===== config.mk =====
export PLATFORM = sky130hd
export DESIGN_NAME = csfd_div
export DESIGN_NICKNAME = d
export VERILOG_FILES = /design/src/hdl/comb_splitter_fractional_delay_top_assert.svh /design/src/hdl/csfd_pkg.sv /design/src/hdl/csfd_div.sv
export SDC_FILE = /design/constraint.sdc
export NUM_CORES = 1
export LEC_CHECK = 0
export BUFFER_PORTS_ARGS = -buffer_cell sky130_fd_sc_hd__buf_2
export CORE_ASPECT_RATIO = 0.9
export CORE_MARGIN = 2
export CORE_UTILIZATION = 54
export DETAILED_ROUTE_END_ITERATION = 8
export PLACE_DENSITY = 0.81
export SETUP_SLACK_MARGIN = 0.3
export SLEW_MARGIN = 5
export SYNTH_ARGS = -nofsm -noshare
export SYNTH_HDL_FRONTEND = slang
export SYNTH_SLANG_ARGS = --single-unit

===== constraint.sdc =====
create_clock -name clock -period 7.13 [get_ports clock]
set_input_delay 1.426 -clock clock [delete_from_list [all_inputs] [get_ports clock]]
set_output_delay 1.426 -clock clock [all_outputs]
set_load 0.005 [all_outputs]

===== src/hdl/comb_splitter_fractional_delay_top_assert.svh =====
// Assertion macros used by the block's top-level RTL file.
`ifndef COMB_SPLITTER_FRACTIONAL_DELAY_TOP_ASSERT_SVH
`define COMB_SPLITTER_FRACTIONAL_DELAY_TOP_ASSERT_SVH

`ifndef NO_ASSERTIONS

`define CSFD_ASSERT_ALWAYS(lbl, clk, rst, expr) \
   lbl: assert property (@(posedge clk) disable iff (rst) (expr)) \
      else $error("assertion failed");

`define CSFD_ASSERT_IMPLIES(lbl, clk, rst, ante, cons) \
   lbl: assert property (@(posedge clk) disable iff (rst) (ante) |-> (cons)) \
      else $error("assertion failed");

`define CSFD_ASSERT_NEXT(lbl, clk, rst, ante, cons) \
   lbl: assert property (@(posedge clk) disable iff (rst) (ante) |=> (cons)) \
      else $error("assertion failed");

`else

`define CSFD_ASSERT_ALWAYS(lbl, clk, rst, expr)
`define CSFD_ASSERT_IMPLIES(lbl, clk, rst, ante, cons)
`define CSFD_ASSERT_NEXT(lbl, clk, rst, ante, cons)

`endif

`endif


===== src/hdl/csfd_pkg.sv =====
package csfd_pkg;

   localparam int LINE_DEPTH_DEF  = 16384;
   localparam int SAMPLE_BITS_DEF = 24;

   localparam int DELAY_W = 30;
   localparam int RAMP_W  = 13;
   localparam int FRAC_W  = 16;
   localparam int NUM_W   = DELAY_W + RAMP_W;

   localparam int CSR_IDX_W = 2;
   localparam logic [CSR_IDX_W-1:0] CSR_TARGET_DELAY = 2'd0;
   localparam logic [CSR_IDX_W-1:0] CSR_RAMP_LEN     = 2'd1;

   localparam logic [DELAY_W-1:0] TARGET_DELAY_RESET = 30'd65536000;
   localparam logic [DELAY_W-1:0] START_DELAY_RESET  = DELAY_W'(1000) << FRAC_W;
   localparam logic [RAMP_W-1:0]  RAMP_LEN_RESET     = 13'd1;

   typedef struct packed {
      logic               start;
      logic [NUM_W-1:0]   dividend;
      logic [RAMP_W-1:0]  divisor;
   } div_req_type;

   typedef struct packed {
      logic               done;
      logic [DELAY_W-1:0] quotient;
   } div_rsp_type;

endpackage


===== src/hdl/csfd_div.sv =====
module csfd_div (
   input  logic                  clock,
   input  logic                  reset,
   input  csfd_pkg::div_req_type req,
   output csfd_pkg::div_rsp_type rsp
);

   import csfd_pkg::*;

   localparam int STEPS = DELAY_W / 2;
   localparam int CNT_W = $clog2(STEPS);

   logic               busy_ff, busy_in;
   logic               done_ff, done_in;
   logic [CNT_W-1:0]   cnt_ff, cnt_in;
   logic [RAMP_W-1:0]  rem_ff, rem_in;
   logic [DELAY_W-1:0] quo_ff, quo_in;

   logic [RAMP_W:0]    den_ext;
   logic [RAMP_W:0]    t1, t2;
   logic [RAMP_W-1:0]  r1, r2;
   logic               q1, q2;

   // Two restoring steps a cycle; the quotient bits shift in where the
   // dividend bits shift out.
   always_comb begin
      den_ext = {1'b0, req.divisor};
      t1 = {rem_ff, quo_ff[DELAY_W-1]};
      q1 = (t1 >= den_ext);
      r1 = q1 ? RAMP_W'(t1 - den_ext) : t1[RAMP_W-1:0];
      t2 = {r1, quo_ff[DELAY_W-2]};
      q2 = (t2 >= den_ext);
      r2 = q2 ? RAMP_W'(t2 - den_ext) : t2[RAMP_W-1:0];

      busy_in = busy_ff;
      done_in = 1'b0;
      cnt_in  = cnt_ff;
      rem_in  = rem_ff;
      quo_in  = quo_ff;
      if (req.start) begin
         busy_in = 1'b1;
         cnt_in  = CNT_W'(STEPS - 1);
         rem_in  = req.dividend[NUM_W-1:DELAY_W];
         quo_in  = req.dividend[DELAY_W-1:0];
      end else if (busy_ff) begin
         rem_in = r2;
         quo_in = {quo_ff[DELAY_W-3:0], q1, q2};
         cnt_in = cnt_ff - 1'b1;
         if (cnt_ff == '0) begin
            busy_in = 1'b0;
            done_in = 1'b1;
         end
      end
   end

   always_ff @(posedge clock) begin
      if (reset) begin
         busy_ff <= 1'b0;
         done_ff <= 1'b0;
         cnt_ff  <= '0;
      end else begin
         busy_ff <= busy_in;
         done_ff <= done_in;
         cnt_ff  <= cnt_in;
      end
      rem_ff <= rem_in;
      quo_ff <= quo_in;
   end

   assign rsp.done     = done_ff;
   assign rsp.quotient = quo_ff;

endmodule


; ---- Word level (Yosys, flattened, before mapping)
; Cells that the tools add are included.
[classes]
add_sub_neg = 3
mul = 0
div = 0
n_lt_le_gt_ge = 2
n_eq_ne = 0
shifts = 0
muxes = 12
bitwise_logic = 1
n_reduce_logical = 4
[ops]
columns = op, n
row1 = $mux W30, 2
row2 = $mux W13, 4
row3 = $ge A14 B13 Y1, 2
row4 = $sub A13 B13 Y13, 2
row5 = $mux W4, 2
row6 = $logic_not A4 Y1, 1
row7 = $mux W1, 4
row8 = $sub A4 B1 Y4 const B, 1
row9 = $reduce_or A3 Y1, 1
row10 = $reduce_bool A2 Y1, 1
row11 = $reduce_or A2 Y1, 1
row12 = $not A1 Y1, 1
[totals]
reg_bits = 49
latch_bits = 0
ram_bits = 0
rom_bits = 0
inputBits = 59
out_inout_bits = 31
word_cells = 28
mem_count = 0

; ---- Depth between registers and ports, before layout
[logic_depth]
depth_word = 6
depth_mapped = 21
depth_no_buf = 20

; ---- Least setup slack after synthesis
; Ideal clock, no wire load.
[synth_timing]
kind = input port to flip-flop
from = input req[0] (netlist name)
to = register rem_ff[12] (data pin)
setup_ns = 0.261
arrival_ns = 5.114
required_time_ns = 6.869
path_slack_ns = 1.755
path_stages = 20
n_path_buf = 2
cell_sequence = ha_1 inv_1 fa_1 a211oi_2 nor3b_2 o2111ai_1 a31o_1 buf_2 nor2_1 nor2_1 ha_1 a21o_1 a21oi_2 a2bb2oi_1 a31oi_1 o31ai_1 and3_1 buf_6 nor3_1 a221o_1
[synth_between]
elab_chain_len = 6
elab_cells_between_ends = 8
classes_between = add/sub: 2 / order compare: 2 / mux: 4
[synth_lines]
columns = element, line_no
row1 = start: declaration, csfd_div.sv:4  ; input csfd_pkg::div_req_type req,
row2 = $sub A13 B13 Y13 / $ge A14 B13 Y1 (equally long branches), "csfd_div.sv:30, csfd_div.sv:29"
row3 = $mux W13, csfd_div.sv:30  ; r1 = q1 ? RAMP_W'(t1 - den_ext) : t1[RAMP_W-1:0];
row4 = $sub A13 B13 Y13 / $ge A14 B13 Y1 (equally long branches), "csfd_div.sv:33, csfd_div.sv:32"
row5 = $mux W13 *, csfd_div.sv:33  ; r2 = q2 ? RAMP_W'(t2 - den_ext) : t2[RAMP_W-1:0];
row6 = $mux W13 *, csfd_div.sv:45  ; end else if (busy_ff) begin
row7 = $mux W13 *, csfd_div.sv:40  ; if (req.start) begin
row8 = via rem_in[12], csfd_div.sv:16  ; logic [RAMP_W-1:0] rem_ff, rem_in;
row9 = end signal: assignment, csfd_div.sv:66  ; rem_ff <= rem_in;
row10 = end: declaration, csfd_div.sv:16
; Mark *: on every way through the listed nets, which the timed path passes. The rest lies on a longest branch. The select of a mux whose other input is x is not followed.
; A chain may end at the register's enable or synchronous reset.

; ---- Final worst setup path
[layout_timing]
from = input req[0] (netlist name)
to = register rem_ff[1] (data pin)
; Same word-level chain as after synthesis.

==> results.ini <==
[synth]
synth-seq-cells = 49
synth_top_family_by_area = compound AO/OA/AOI/OAI gates
postSynthCellCount = 352
synth-seq-area-share = 0.393
synth_fp_nets = 441
synth-simple-area-share = 0.119
synth_compound_area_frac = 0.159
synth.mux.area_fraction = 0.120
syn_area_um2 = 3590
avgSynthCellArea_um2 = 10.2
ys_warn_count = 0
ys_types = 56
ys.flop_type = edfxtp_1
async_flop_share = 0
synth_xor_area_frac = 0.0537
synth-edff-count = 43
synth_fa_ha_area_frac = 0.109

[floorplan]
die_h_um = 81.3
ios = 90
rows = 28
floorplan.die_area_um2 = 7310
core_um2 = 6520
dieWidth_um = 89.9
initial_core_util = 0.550

[detailed_routing]
drt_iter0_drc = 186
routed_wl_um = 8870
detailroute.via_count = 2990
vias_per_cell = 5.67
postRouteAntennaNets = 0
firstDrtPassIters = 4
drc_errors = 0
avgRoutedWirePerCell_um = 16.8

[setup_path]
path_class = in -> reg
end_kind = register
required_ns = 7.20
crit_arrival_ns = 5.94
worstPathMaxFanout = 11
critPathLaunchType = primary input

[power_and_ir_drop]
p_leak_nw = 1.83
p_per_area_nw_per_um2 = 526
vdd_drop_max_mv = 0.262
totalPowerFinal_mw = 2.22

[timing]
worst_slack_ns = 1.26
hold_ws_ns = 0.579
fmax_mhz = 170
tns_ns = 0
final_max_slew_viol_count = 0
rsz0062_at_grt = no
period_share = 0.823
setup_viol = 0
period_needed_ns = 5.87
worst_pin_slew_ns = 1.04
finalClockSkew_ns = 0.0129
slew_headroom = 0.306
hold_viol = 0

[clock_tree]
post_cts.resized_instances = 0
postCtsHoldBufs = 0
clockRootBuffer = clkbuf_8
max-clock-path-buffers = 2
cts_buffers = 5
worstSkewPairLatency_ns = 0.31
clock_sinks = 49
post-cts-setup-buffer-count = 0
clk_pin_slew_ns = 0.10
h-tree-depth = 2
cts_tree = done

[finish]
fillers = 567
area_growth_pct = 17.7
instances_no_fill = 527
layout-drive-gt1-share = 0.323
fin_util = 0.648
final_area_um2 = 4220
n_antenna_cell = 0
nNetsFinal = 525

[placement]
place_ws_ns = 0.978
place.gp.congestion = 0.913
place_area_um2 = 4090
dpl.hpwl_um = 6710
dpl.cell_count = 519
port_buffers = 89

[global_route]
grt_pass1_vias = 2863
grt_use_total = 0.238
antenna_found_initial = 0
grt_max_degree = 48
gr-total-overflow = 0
grt_pass1_wl_um = 13800

[outcome]
status = complete, no violations

[job]
cap_violations = 0

[hold_path]
hp-class = reg -> reg

[cell type report]
type	count	area, um2	share of cell area
multi-input combinational	264	2010	0.476
sequential	49	1410	0.334
timing repair buffer	90	453	0.107
tap	90	113	0.0267
inverter	26	97.6	0.0231
clock buffer	5	68.8	0.0163
clock inverter	3	68.8	0.0163
[worst max-delay path: stages]
cell and delay, ns:
buf_2 0.09, ha_1 0.16, inv_1 0.05, fa_1 0.43, a211oi_2 0.40, nor3b_2 0.09, o2111ai_1 0.28, a31o_1 0.47
nor2_1 0.10, nor2_1 0.18, ha_1 0.31, a21o_1 0.20, a21oi_2 0.19, a2bb2oi_1 0.19, a31oi_1 0.12, o31ai_1 0.30
and3_1 0.54, mux2i_1 0.14, mux2_2 0.28
[cells by family after synthesis]
| group | count (synthesis) |
|---|---|
| AND/OR/NAND/NOR | 89 |
| AO/OA/AOI/OAI | 84 |
| flip-flops | 49 |
| buffers and inverters | 39 |
| multiplexers | 39 |
| adder cells (fa/ha/maj) | 30 |
| XOR/XNOR | 22 |
[state kept, by name, summed over array words and instances (netlist names)]
name,flops
busy_ff,1
cnt_ff,4
done_ff,1
quo_ff,30
rem_ff,13
[worst paths after layout]
check                                 from          to  slack, ns  depth (start not counted)
worst max-delay path                req[0]   rem_ff[1]       1.26                         19
worst min-delay path             quo_ff[9]  quo_ff[11]       0.58                          1
worst max register to register  quo_ff[29]   rem_ff[1]       1.96                         19
worst min register to register   quo_ff[9]  quo_ff[11]       0.58                          1
[power breakdown]
part	total [mW]	switching [mW]	internal, mW	leakage (nW)
clock network	0.245	0.104	0.141	0.0687
registers	0.461	0.0440	0.417	0.480
logic	1.51	0.871	0.642	1.28
total	2.22	1.02	1.20	1.83
[routing by layer]
metal,wire length (um),GRT usage
met3,502,0.0353
met5,0,0
met4,65,0.0554
met2,4470,0.423
met1,3830,0.312
[layout by cell type, fill, tap and decap left out, types with 3 or more instances in the layout]
| master | instances |
|---|---|
| inv_1 | 26 |
| o21ai_0 | 13 |
| a21oi_1 | 29 |
| o21a_1 | 4 |
| o41ai_1 | 3 |
| nor3_1 | 9 |
| clkbuf_8 | 5 |
| ha_1 | 28 |
| nor4b_1 | 3 |
| mux2i_1 | 7 |
| buf_2 | 89 |
| nor2b_1 | 3 |
| xnor2_1 | 14 |
| nand3_1 | 8 |
| nor2_1 | 29 |
| o31ai_1 | 3 |
| dfxtp_1 | 6 |
| nand2_1 | 23 |
| o311ai_1 | 4 |
| xor2_1 | 8 |
| a21o_1 | 4 |
| edfxtp_1 | 43 |
| mux2_2 | 32 |
[cell usage after synthesis (2+ instances only)]
library cell,number,area share
buf_4,2,0.0042
mux2i_1,7,0.020
xnor2_1,14,0.034
o21ai_0,13,0.018
nor2b_1,3,0.0052
dfxtp_1,6,0.033
a21oi_2,2,0.0049
mux2_2,32,0.10
a21o_1,4,0.0084
ha_1,28,0.098
inv_1,26,0.027
buf_1,4,0.0042
nand3_1,8,0.011
buf_2,3,0.0042
o21a_1,4,0.0084
a311oi_1,2,0.0049
a21oi_1,29,0.040
nor4b_1,3,0.0073
a211oi_1,2,0.0042
or2_2,2,0.0035
o31ai_1,3,0.0063
nand2_1,23,0.024
a2bb2oi_1,2,0.0049
o21bai_1,2,0.0042
xor2_1,8,0.020
nor3_1,9,0.013
nand2b_1,2,0.0035
o31ai_2,2,0.0070
nand4_1,2,0.0035
edfxtp_1,43,0.36
o41ai_1,3,0.0073
fa_1,2,0.011
clkbuf_1,3,0.0031
nor2_1,29,0.030
o311ai_1,4,0.0098
No activity file was read; power rests on OpenSTA's default activity.
